## config.mk

```make
export PLATFORM = sky130hd
export DESIGN_NAME = lru_key_value_cache_core
export DESIGN_NICKNAME = d
export VERILOG_FILES = /design/src/sv/lkvc_pkg.sv /design/src/sv/lru_key_value_cache_core.sv /design/src/sv/lkvc_lookup.sv
export SDC_FILE = /design/constraint.sdc
export NUM_CORES = 1
export LEC_CHECK = 0
export BUFFER_PORTS_ARGS = -buffer_cell sky130_fd_sc_hd__buf_2
export CAP_MARGIN = 25
export CORE_MARGIN = 2
export CORE_UTILIZATION = 49
export DETAILED_ROUTE_END_ITERATION = 10
export PLACE_DENSITY_LB_ADDON = 0.05
export SETUP_SLACK_MARGIN = 0.2
export SYNTH_ARGS = -nofsm -noshare
export SYNTH_HDL_FRONTEND = slang
export SYNTH_SLANG_ARGS = --single-unit
```

## constraint.sdc

```tcl
create_clock -name clk -period 18.9 [get_ports clk]
set_clock_uncertainty 0.1 [all_clocks]
set_input_delay 1.89 -clock clk [delete_from_list [all_inputs] [get_ports clk]]
set_output_delay 1.89 -clock clk [all_outputs]
set_load 0.01 [all_outputs]
```

## src/sv/lkvc_pkg.sv

```systemverilog
// ----------------------------------------------------------------------------
// lkvc_pkg
// shared types and constants for the lru key-value cache
// ----------------------------------------------------------------------------
package lkvc_pkg;

  // config port
  localparam int PADDR_BITS = 3;
  localparam int REG_INDEX_BITS = PADDR_BITS - 2;
  localparam logic [REG_INDEX_BITS-1:0] REG_CAPACITY = '0;

  localparam int CAP_BITS = 5;
  localparam logic [CAP_BITS-1:0] CAP_RESET = 5'd16;

  localparam int WORD_BITS = 32;
  localparam logic [WORD_BITS-1:0] MISS_VALUE = '1;
  localparam logic [WORD_BITS-1:0] SET_VALUE = '0;

  typedef enum logic {
    KIND_GET = 1'b0,
    KIND_SET = 1'b1
  } kind_t;

  typedef struct packed {
    kind_t                       kind;
    logic signed [WORD_BITS-1:0] key;
    logic signed [WORD_BITS-1:0] value;
  } req_t;

  typedef struct packed {
    logic                        hit;
    logic signed [WORD_BITS-1:0] read_value;
  } rsp_t;

endpackage

```

## src/sv/lru_key_value_cache_core.sv

```systemverilog
// ----------------------------------------------------------------------------
// lru_key_value_cache_core
// fully associative key-value cache with least-recently-used replacement
// ----------------------------------------------------------------------------
// Takes one get or set word per cycle unless results stall and returns one
// result word each, in order, via the input and result registers. All ENTRIES
// keys are compared in parallel while a word is in the input register; the
// same cycle updates the data, valid bits and per-entry recency ranks, so the
// next word already sees the new state and the rate is one word per clock,
// set by that single compare-and-update pass. Recency is a rank per valid
// entry, 0 most recent and occupied-1 least recent; the victim is the valid
// entry holding the highest rank. A set on a new key takes the lowest free
// entry while occupancy is below capacity, otherwise the victim. The capacity
// register (address 0, reset 16) is clamped to 1..ENTRIES; the user must
// write it only while the cache is idle, which the block does not enforce.
// Entry storage needs no clearing: reset drops the valid bits only.
module lru_key_value_cache_core #(
  parameter int ENTRIES  = 16,
  parameter int KEY_BITS = 32
) (
  input  logic                                clk,
  input  logic                                rst,
  // config port
  input  logic                                psel,
  input  logic                                penable,
  input  logic                                pwrite,
  input  logic [lkvc_pkg::PADDR_BITS-1:0]     paddr,
  input  logic [31:0]                         pwdata,
  output logic [31:0]                         prdata,
  output logic                                pready,
  // request channel
  input  logic                                req_valid,
  output logic                                req_ready,
  input  lkvc_pkg::req_t                      req,
  // result channel
  output logic                                rsp_valid,
  input  logic                                rsp_ready,
  output lkvc_pkg::rsp_t                      rsp
);
  import lkvc_pkg::*;

  localparam int RANK_BITS = $clog2(ENTRIES);
  localparam int CNT_BITS  = $clog2(ENTRIES + 1);
  localparam int CMP_BITS  = (CNT_BITS > CAP_BITS) ? CNT_BITS : CAP_BITS;

  // config register
  logic [CAP_BITS-1:0]  capacity;
  logic                 cfg_write;
  logic [CMP_BITS-1:0]  eff_cap;

  // input register
  req_t                 req_q;
  logic                 req_q_valid;
  logic                 advance;

  // entry storage
  logic [KEY_BITS-1:0]  entry_key  [ENTRIES];
  logic [WORD_BITS-1:0] entry_data [ENTRIES];
  logic [RANK_BITS-1:0] entry_rank [ENTRIES];
  logic [ENTRIES-1:0]   entry_valid;
  logic [CNT_BITS-1:0]  occupied;

  // lookup results
  logic [KEY_BITS-1:0]  key_ext;
  logic [RANK_BITS-1:0] last_rank;
  logic                 hit;
  logic [ENTRIES-1:0]   match_oh;
  logic [WORD_BITS-1:0] match_data;
  logic [RANK_BITS-1:0] match_rank;
  logic [ENTRIES-1:0]   free_oh;
  logic [ENTRIES-1:0]   victim_oh;

  // update control
  logic                 is_set;
  logic                 do_fill;
  logic                 do_update;
  logic [ENTRIES-1:0]   target_oh;
  logic [CNT_BITS-1:0]  old_rank;
  rsp_t                 rsp_next;

  // ---------------------------------------------------------------- config
  assign pready    = 1'b1;
  assign cfg_write = psel && penable && pwrite;

  always_comb begin
    prdata = '0;
    if (paddr[PADDR_BITS-1:2] == REG_CAPACITY) begin
      prdata[CAP_BITS-1:0] = capacity;
    end
  end

  // capacity clamped to 1..ENTRIES
  always_comb begin
    if (capacity == '0) begin
      eff_cap = CMP_BITS'(1);
    end else if (CMP_BITS'(capacity) > CMP_BITS'(ENTRIES)) begin
      eff_cap = CMP_BITS'(ENTRIES);
    end else begin
      eff_cap = CMP_BITS'(capacity);
    end
  end

  // ---------------------------------------------------------------- handshake
  // stage 2 moves when the result register is empty or being drained
  assign advance   = req_q_valid && (!rsp_valid || rsp_ready);
  assign req_ready = !req_q_valid || advance;

  // ---------------------------------------------------------------- key
  generate
    if (KEY_BITS > WORD_BITS) begin : g_key_wide
      assign key_ext = {{(KEY_BITS - WORD_BITS){req_q.key[WORD_BITS-1]}}, req_q.key};
    end else begin : g_key_narrow
      assign key_ext = req_q.key[KEY_BITS-1:0];
    end
  endgenerate

  // least recent rank is occupied-1; only used when occupied is nonzero
  assign last_rank = RANK_BITS'(occupied - CNT_BITS'(1));

  lkvc_lookup #(
    .ENTRIES  (ENTRIES),
    .KEY_BITS (KEY_BITS)
  ) u_lookup (
    .key         (key_ext),
    .entry_key   (entry_key),
    .entry_data  (entry_data),
    .entry_rank  (entry_rank),
    .entry_valid (entry_valid),
    .last_rank   (last_rank),
    .hit         (hit),
    .match_oh    (match_oh),
    .match_data  (match_data),
    .match_rank  (match_rank),
    .free_oh     (free_oh),
    .victim_oh   (victim_oh)
  );

  // ---------------------------------------------------------------- update
  // fill ages every valid entry (old rank = occupied), replace promotes the
  // victim from the bottom, a hit promotes the matching entry
  assign is_set    = (req_q.kind == KIND_SET);
  assign do_fill   = is_set && !hit && (CMP_BITS'(occupied) < eff_cap);
  assign do_update = advance && (is_set || hit);

  always_comb begin
    if (hit) begin
      target_oh = match_oh;
      old_rank  = CNT_BITS'(match_rank);
    end else if (do_fill) begin
      target_oh = free_oh;
      old_rank  = occupied;
    end else begin
      target_oh = victim_oh;
      old_rank  = occupied - CNT_BITS'(1);
    end
  end

  always_comb begin
    rsp_next.hit = hit;
    if (is_set) begin
      rsp_next.read_value = SET_VALUE;
    end else if (hit) begin
      rsp_next.read_value = match_data;
    end else begin
      rsp_next.read_value = MISS_VALUE;
    end
  end

  // ---------------------------------------------------------------- control regs
  always_ff @(posedge clk) begin
    if (rst) begin
      capacity    <= CAP_RESET;
      req_q_valid <= 1'b0;
      rsp_valid   <= 1'b0;
      entry_valid <= '0;
      occupied    <= '0;
    end else begin
      if (cfg_write && (paddr[PADDR_BITS-1:2] == REG_CAPACITY)) begin
        capacity <= pwdata[CAP_BITS-1:0];
      end
      if (req_ready) begin
        req_q_valid <= req_valid;
      end
      if (advance) begin
        rsp_valid <= 1'b1;
      end else if (rsp_ready) begin
        rsp_valid <= 1'b0;
      end
      if (advance && do_fill) begin
        entry_valid <= entry_valid | free_oh;
        occupied    <= occupied + CNT_BITS'(1);
      end
    end
  end

  // ---------------------------------------------------------------- payload regs
  always_ff @(posedge clk) begin
    if (req_ready && req_valid) begin
      req_q <= req;
    end
    if (advance) begin
      rsp <= rsp_next;
    end
    for (int i = 0; i < ENTRIES; i++) begin
      if (do_update) begin
        if (target_oh[i]) begin
          entry_rank[i] <= '0;
        end else if (entry_valid[i] && (CNT_BITS'(entry_rank[i]) < old_rank)) begin
          entry_rank[i] <= entry_rank[i] + RANK_BITS'(1);
        end
      end
      if (advance && is_set && target_oh[i]) begin
        entry_key[i]  <= key_ext;
        entry_data[i] <= req_q.value;
      end
    end
  end

endmodule

```

## src/sv/lkvc_lookup.sv

```systemverilog
// ----------------------------------------------------------------------------
// lkvc_lookup
// parallel key match, free entry pick and lru victim pick
// ----------------------------------------------------------------------------
module lkvc_lookup #(
  parameter int ENTRIES  = 16,
  parameter int KEY_BITS = 32
) (
  input  logic [KEY_BITS-1:0]                 key,
  input  logic [KEY_BITS-1:0]                 entry_key  [ENTRIES],
  input  logic [lkvc_pkg::WORD_BITS-1:0]      entry_data [ENTRIES],
  input  logic [$clog2(ENTRIES)-1:0]          entry_rank [ENTRIES],
  input  logic [ENTRIES-1:0]                  entry_valid,
  input  logic [$clog2(ENTRIES)-1:0]          last_rank,
  output logic                                hit,
  output logic [ENTRIES-1:0]                  match_oh,
  output logic [lkvc_pkg::WORD_BITS-1:0]      match_data,
  output logic [$clog2(ENTRIES)-1:0]          match_rank,
  output logic [ENTRIES-1:0]                  free_oh,
  output logic [ENTRIES-1:0]                  victim_oh
);
  import lkvc_pkg::*;

  localparam int RANK_BITS = $clog2(ENTRIES);

  logic [ENTRIES-1:0] free_vec;

  // valid keys are unique, so at most one match
  always_comb begin
    for (int i = 0; i < ENTRIES; i++) begin
      match_oh[i]  = entry_valid[i] && (entry_key[i] == key);
      victim_oh[i] = entry_valid[i] && (entry_rank[i] == last_rank);
    end
  end

  always_comb begin
    match_data = '0;
    match_rank = '0;
    for (int i = 0; i < ENTRIES; i++) begin
      match_data = match_data | (entry_data[i] & {WORD_BITS{match_oh[i]}});
      match_rank = match_rank | (entry_rank[i] & {RANK_BITS{match_oh[i]}});
    end
  end

  // lowest invalid entry: isolate lowest set bit
  assign free_vec = ~entry_valid;
  assign free_oh  = free_vec & (~free_vec + ENTRIES'(1));
  assign hit      = |match_oh;

endmodule

```

==> metrics.md, run 1 <==
| Metric | Value |
|---|---|
| Status | finished clean |
| Comb power frac | between 4 and 5% |
| Clock period minus worst slack | approximately 6800 ps |
| RSZ-0062 raised after global routing | false |
| Worst hold start | capacity[4]$_SDFFE_PP1P_ |
| Pin count of the biggest net entering global routing | 56 |
| CTS resizes | 0 |
| Register bit count reported by yosys | between 1k and 1.5k |
| NumNets Final | between 3k and 4k |
| Peak Freq | 148 MHz |
| CP Data Arrival Time | 7030 ps |
| DRC Markers | 0 |
| Pre-CTS worst setup slack | 12140 ps |
| Ordered cell list for the critical path | buf_4 > xnor2_1 > nand4_1 > nor4_1 > and3_4 > buf_4 > nor4_1 > nand4_2 > o21bai_1 > nor2b_4 > buf_4 |
| Antenna Nets Post-Route | 0 |
| Area Growth Syn to Fin | 12.9% |
| Row count | ~120 |
| Peak VDD IR | 0.0947 mV |
| Setup crit end kind | register |
| Later-pin clock latency in the skew report | roughly 750 ps |
| Post-synth ARST share | 0% |
| Hold Path Class | reg -> reg |
| Final setup violation count | 0 |
| Buf/Inv on CP | 3 |
| Final cycle utilization of the critical path | 35.8% |
| Avg Synthesized Cell Area | 15.2 um2 |
| DP HPWL | 83800 um |
| Port buffer count | about 120 |
| Crit path max-delay cell type | edfxtp_1 |
| Worst Setup Start Kind | register |
| Crit path top cell by count | buf_4 |
| Top cells by count, synth | edfxtp_1 (1186), xnor2_1 (503), nand4_1 (216) |
| Post-synthesis cell type count | 72 |
| Tot GR Track Use | 27.8% |
| Power per Cell Area | approximately 100 mW/mm2 |
| CTS tree | built |
| CP Max Fanout | 33 |
| Internal power | 0.00455 W |
| Most common cell in the netlist | edfxtp_1 |
| Clock Pin Slew Worst Setup and Hold Paths | 60 ps |
| DR iter-0 viols | roughly 4k |
| Drt total wl | between 100000 and 150000 um |
| Setup Crit Path Kind | reg -> reg |
| Clk buf depth | 3 |
| GRT overflow | 0 |
| Dominant synthesized flop cell | edfxtp_1 |
| Max-Slew Margin vs Limit | a little over a quarter |
| Final Max Tran Viols | 0 |
| Maxcap violations | 0 |
| Via/cell ratio | 6.16 |
| Clk sink count | about 1.2k |
| GPL Wtd Cong | 0.887 |
| First-pass GRT wire length | 214000 um |
| Sequential share of the synthesized area | 70.2% |
| Area leader, netlist | edfxtp_1 |
| Origin of the critical flop-to-flop path | key_ext[31]$_DFFE_PP_ |
| DR vias | 31.2k |
| IO Pins | 175 |
| Setup_tns | 0 ps |
| DR WL/cell | ~30 um |
| Core ar. | 0.104 mm2 |
| Worst slew pin tran | 1090 ps |
| Die Y | 328 um |
| Number of CTS-inserted buffers | ~130 |
| H-tree depth | 4 |
| Setup slack after layout | 12130 ps |
| Cell class contributing the biggest share of worst-path delay | simple AND/OR/NAND/NOR gates |
| Vias in the first global route | 30.5k |
| Fillcell total | 8279 |
| Sw Pwr | between 0.001 and 0.0015 W |
| Gate Count Post-Synth | 3390 |
| Clock power frac | 44.0% |
| Layout cells sized above 1 | 12.1% |
| Root Buffer | clkbuf_16 |
| Pre-Repair DR Iteration Count | 7 |
| Synth top area share | 69.1% |
| Cell Area, Synth | slightly above 0.05 mm2 |
| Sequential Power Share | 51.6% |
| Final Hold Fails | 0 |
| Hold-fix buffers, CTS | 0 |
| Crit path required time | 19160 ps |
| Initial antenna violation count | 2 |
| Top area cells in the synthesized netlist | edfxtp_1 (69%), xnor2_1 (8.6%), nand4_1 (2.6%) |
| Ys Warns | 0 |
| Leakage | between 15 and 20 nW |
| Die width | between 300 and 400 um |
| Net Sw Frac | 21.6% |
| Die area | 0.108 mm2 |
| CP peak stage delay | 890 ps |
| Post-CTS Setup Bufs | 0 |
| Crit path from | key_ext[31]$_DFFE_PP_ |
| Starting Density | around half |
| EDFF count, synth | 1186 |
-- power by group through the flow --
stage | clock network (W) | registers [W] | logic (W)
global placement | 0 | 0.00305 | 0.000252
CTS | 0.00259 | 0.00299 | 0.000257
finish | 0.00255 | 0.00299 | 0.000257
floorplan | 0 | 0.00305 | 0.000158
global route | 0.00269 | 0.00299 | 0.000277
detailed placement | 0 | 0.00305 | 0.000256
-- layout by cell type, fill, tap and decap left out, types with 34 or more instances in the layout --
master     synthesis  final
xor2_1            99     98
buf_2             38    117
clkbuf_16          0    138
and3_1            42     34
inv_1             49     49
a22oi_1          110    110
nand2_1           67     66
buf_4             64     92
nor4_1            63     60
ha_1              54     54
a21oi_1           35     35
a221oi_1          85     85
nand3_1           85     85
xnor2_1          503    502
nand4_1          216    216
nor3_1            50     49
edfxtp_1        1186   1186
nor2_1           157    154
a22o_1            81     81
nand2b_1          44     44
-- metrics by stage --
stage	hold slack (ps)	power (W)	cells	cell area (um2)	utilization, %
after floorplan	335	0.00321	3416	51600	-
after global placement	349	0.00330	4815	53900	51.8
after detailed placement	351	0.00330	4818	53900	51.9
after CTS	365	0.00584	5060	58200	56.0
after global routing	380	0.00596	5061	58200	56.0
final	359	0.00580	5062	58200	56.0
-- registers in the layout, summed over array words and instances, names as in the netlist --
| name | cells |
|---|---|
| rsp | 33 |
| entry_rank | 64 |
| rsp_valid | 1 |
| capacity | 5 |
| key_ext | 32 |
| occupied | 5 |
| req_q_valid | 1 |
| entry_key | 512 |
| entry_valid | 16 |
| entry_data | 512 |
| is_set | 1 |
| req_q | 32 |
-- metal layers --
layer,global-route usage (%),wire length (um)
met1,41.1,66200
met4,8.09,3760
met2,42.6,67600
met3,4.45,12000
met5,0,0
-- worst paths after layout --
kind | endpoint | slack, ps | cells after the start
max | entry_data[166]$_DFFE_PP_ | 12130 | 11
min | capacity[4]$_SDFFE_PP1P_ | 360 | 1
max reg2reg | entry_data[166]$_DFFE_PP_ | 12130 | 11
min reg2reg | capacity[4]$_SDFFE_PP1P_ | 360 | 1
-- worst reg2reg max path, stage by stage, from the launching register on --
cell      delay, ps
edfxtp_1        890
buf_4           560
xnor2_1         190
nand4_1         130
nor4_1           70
and3_4          250
buf_4           390
nor4_1          720
nand4_2         720
o21bai_1        670
nor2b_4         890
buf_4           740
-- logic make-up after synthesis --
kind of cell,after synthesis,synth area share [%]
flip-flops,1214,70.2
AND/OR/NAND/NOR,821,8.85
XOR/XNOR,603,10.3
AO/OA/AOI/OAI,447,6.78
buffers and inverters,238,2.32
adder cells (fa/ha/maj),56,1.35
multiplexers,9,0.204
other,2,0.0146
-- area by class of cell --
| cell class | instances | area [um2] | area share, % |
|---|---|---|---|
| clock buffers | 170 | 3580 | 6.16 |
| flip-flops and latches | 1214 | 36200 | 62.2 |
| well taps | 1380 | 1730 | 2.97 |
| repair buffers | 212 | 1340 | 2.30 |
| diodes | 1 | 2.50 | 0.00430 |
| multi-input cells | 1964 | 14500 | 24.9 |
| clock inverters | 72 | 686 | 1.18 |
| inverters | 49 | 184 | 0.316 |
No activity file was read; power rests on OpenSTA's default activity.
==> inputs of run 2 (changes only) <==
--- a/config.mk
+++ b/config.mk
@@ -5,6 +5,7 @@
 export SDC_FILE = /design/constraint.sdc
 export NUM_CORES = 1
 export LEC_CHECK = 0
+export ABC_AREA = 1
 export BUFFER_PORTS_ARGS = -buffer_cell sky130_fd_sc_hd__buf_2
 export CAP_MARGIN = 25
 export CORE_MARGIN = 2
==> constraint.sdc (replaced) <==
create_clock -name clk -period 6.3 [get_ports clk]
set_clock_uncertainty 0.1 [all_clocks]
set_input_delay 0.63 -clock clk [delete_from_list [all_inputs] [get_ports clk]]
set_output_delay 0.63 -clock clk [all_outputs]
set_load 0.01 [all_outputs]
==> metrics.md, run 2 <==
| Metric | Value |
|---|---|
| Status | finished clean |
| Later-pin clock latency in the skew report | 760 ps |
| Power per Cell Area | roughly 290 mW/mm2 |
| Gate Count Post-Synth | between 4k and 5k |
| GRT overflow | 0 |
| Clk buf depth | 3 |
| DP HPWL | around 98000 um |
| Number of CTS-inserted buffers | about 140 |
| Dominant synthesized flop cell | edfxtp_1 |
| IO Pins | 175 |
| H-tree depth | 4 |
| GPL Wtd Cong | 0.896 |
| R2R depth | 21 |
| Net Sw Frac | 22.7% |
| Top area cells in the synthesized netlist | edfxtp_1 (67%), nand2_1 (7.4%), inv_1 (3.3%) |
| Port buffer count | around 120 |
| Clock period minus worst slack | approximately 5300 ps |
| Antenna Nets Post-Route | 0 |
| Die width | 333 um |
| CTS tree | built |
| CP Data Arrival Time | 5610 ps |
| Setup Crit Path Kind | reg -> reg |
| Largest family of logic cells by synthesized area | simple AND/OR/NAND/NOR gates |
| Pin count of the biggest net entering global routing | 65 |
| Sequential share of the synthesized area | 68.4% |
| Via/cell ratio | 5.77 |
| Most common cell in the netlist | edfxtp_1 |
| Clock Pin Slew Worst Setup and Hold Paths | about 60 ps |
| Worst slew pin tran | ~1100 ps |
| Post-route cell area | between 0.06 and 0.07 mm2 |
| Commonest non-fill, non-tap cell in the layout | edfxtp_1 |
| Final cycle utilization of the critical path | 84.2% |
| Drt total wl | 167000 um |
| Multiplexer area fraction after synthesis | 0% |
| NumNets Final | about 4.9k |
| Placed cell area | 0.0555 mm2 |
| Die area | 0.111 mm2 |
| Post-Synth Simple-Gate Area | 12.6% |
| Core ar. | 0.107 mm2 |
| DR iter-0 viols | 4705 |
| Layout cells sized above 1 | between 10% and 20% |
| Worst Setup Start Kind | register |
| CTS resizes | 0 |
| Peak Freq | 188 MHz |
| Final setup violation count | 0 |
| CP Max Fanout | 15 |
| Post-synth ARST share | 0% |
| Die Y | 333 um |
| First-pass GRT wire length | 238000 um |
| Area leader, netlist | edfxtp_1 |
| Comb power frac | 4.7% |
| Max-Slew Margin vs Limit | 25.1% |
| Maxcap violations | 0 |
| Ys Warns | 0 |
| Hold depth | 1 |
| Internal power | about 0.013 W |
| Peak VDD IR | 0.233 mV |
| Fillcell total | 9049 |
| Setup crit end kind | register |
| Most frequent cells in the layout | edfxtp_1 (1186), nand2_1 (1040), inv_1 (448) |
| RSZ-0062 raised after global routing | false |
| Clk sink count | 1214 |
| Register bit count reported by yosys | roughly 1.2k |
| Clock power frac | a little over two fifths |
| Final Hold Fails | 0 |
| Synth top area share | 67.3% |
| Crit path required time | 6600 ps |
| DRC Markers | 0 |
| Final Max Tran Viols | 0 |
| Tot GR Track Use | 30.0% |
| Vias in the first global route | 33.7k |
| Synth Area in Compound Gates | 8.51% |
| Pre-Repair DR Iteration Count | 6 |
| Row count | 120 |
| Sequential Power Share | 52.0% |
| Hold Path Class | in -> reg |
| Sw Pwr | about 0.0039 W |
| XOR/XNOR share of the synthesized area | 3.49% |
| DR WL/cell | 26.8 um |
| Top flop regs | entry_data: 512 flops, entry_key: 512 flops, entry_rank: 64 flops |
| Post-synthesis cell type count | 53 |
| Root Buffer | clkbuf_16 |
| Cell Area, Synth | 0.0529 mm2 |
| DR vias | 35.9k |
| Post-synthesis adder-cell area fraction | under 10% |
| Top cells by count, synth | edfxtp_1 (1186), nand2_1 (1040), inv_1 (464) |
| Area Growth Syn to Fin | 14.0% |
| Initial antenna violation count | 5 |
| Leakage | 22.6 nW |
| Starting Density | 49.4% |
| Setup_tns | 0 ps |
| EDFF count, synth | 1186 |
| Avg Synthesized Cell Area | 11.9 um2 |
==> run 2: cell count changes in the layout (fill, tap and decap cells not counted), moves of 44 or more <==
cell	delta
xor2_1	-44
nand2b_1	-44
a32o_1	+93
a21oi_1	+52
nor2_1	+204
dlygate4sd3_1	+65
a22oi_1	-110
inv_1	+399
nand2_1	+974
xnor2_1	-345
nand4_1	-192
o21ai_0	+122
==> run 2: area by class of cell <==
cell class,count,area [um2],area share (%)
diodes,1,2.50,0.00415
clock buffers,164,3510,5.82
clock inverters,76,621,1.03
inverters,501,1920,3.18
multi-input cells,2559,13900,23.0
flip-flops and latches,1214,36200,60.0
well taps,1403,1760,2.91
repair buffers,307,2460,4.08
==> run 2: power by group through the flow <==
| stage | registers, W | clock network (W) | logic, W |
|---|---|---|---|
| 2_1_floorplan | 0.00916 | 0 | 0.000443 |
| 3_3_place_gp | 0.00916 | 0 | 0.000765 |
| 3_5_place_dp | 0.00916 | 0 | 0.000774 |
| 4_1_cts | 0.00899 | 0.00758 | 0.000807 |
| 5_1_grt | 0.00900 | 0.00786 | 0.000879 |
| 6_report | 0.00899 | 0.00748 | 0.000818 |
==> run 2: repair_timing <==
| action | CTS | global route |
|---|---|---|
| hold endpoints to repair | 65 | 0 |
| hold buffers | 65 | 0 |
| buffers inserted | 0 | 0 |
==> run 2: kinds of logic after synthesis <==
kind of cell             after synthesis
buffers and inverters                693
AO/OA/AOI/OAI                        626
adder cells (fa/ha/maj)               54
XOR/XNOR                             211
flip-flops                          1214
AND/OR/NAND/NOR                     1640
other                                  2
==> run 2: final timing paths <==
check | start | end | slack [ps]
worst min register to register | key_ext[10]$_DFFE_PP_ | entry_key[458]$_DFFE_PP_ | 390
worst max-delay path | key_ext[8]$_DFFE_PP_ | entry_rank[41]$_SDFFCE_PP0P_ | 990
worst min-delay path | req[22] | req_q[22]$_DFFE_PP_ | 40
worst max register to register | key_ext[8]$_DFFE_PP_ | entry_rank[41]$_SDFFCE_PP0P_ | 990
==> run 2: layer usage <==
metal	vias to the layer above	GRT usage [%]	share of wire, %
met2	1747	44.9	44
li1	16079	-	-
met5	-	0	0.012
met1	17866	45.2	44
met4	4	8.24	2.4
met3	233	5.33	9.8
==> run 2: through the flow <==
stage | setup WS (ps) | cells | hold slack [ps] | total power (W) | util, %
after global routing | 684 | 6224 | 32.5 | 0.0177 | 56.3
final | 994 | 6225 | 37.2 | 0.0173 | 56.3
after global placement | 1110 | 5918 | 370 | 0.00992 | 51.8
after detailed placement | 1020 | 5919 | 372 | 0.00994 | 51.9
after CTS | 1020 | 6224 | 8.74 | 0.0174 | 56.3
after floorplan | 701 | 4466 | 361 | 0.00960 | -
==> run 2: critical path, cell delays in order, from the launching register on <==
cell and delay [ps]:
edfxtp_1 650, inv_2 460, nand2_1 90, o21ai_1 100, nor2_1 100, nand2_1 80
nor2_1 40, nand2_1 50, nor2_1 140, nand2_2 180, clkinv_1 710, a22o_1 500
nor4_1 240, o2111ai_1 170, a21oi_1 220, buf_4 270, ha_1 270, nand2_1 70
inv_1 40, nand2_1 50, nand2_1 50, a21oi_1 360
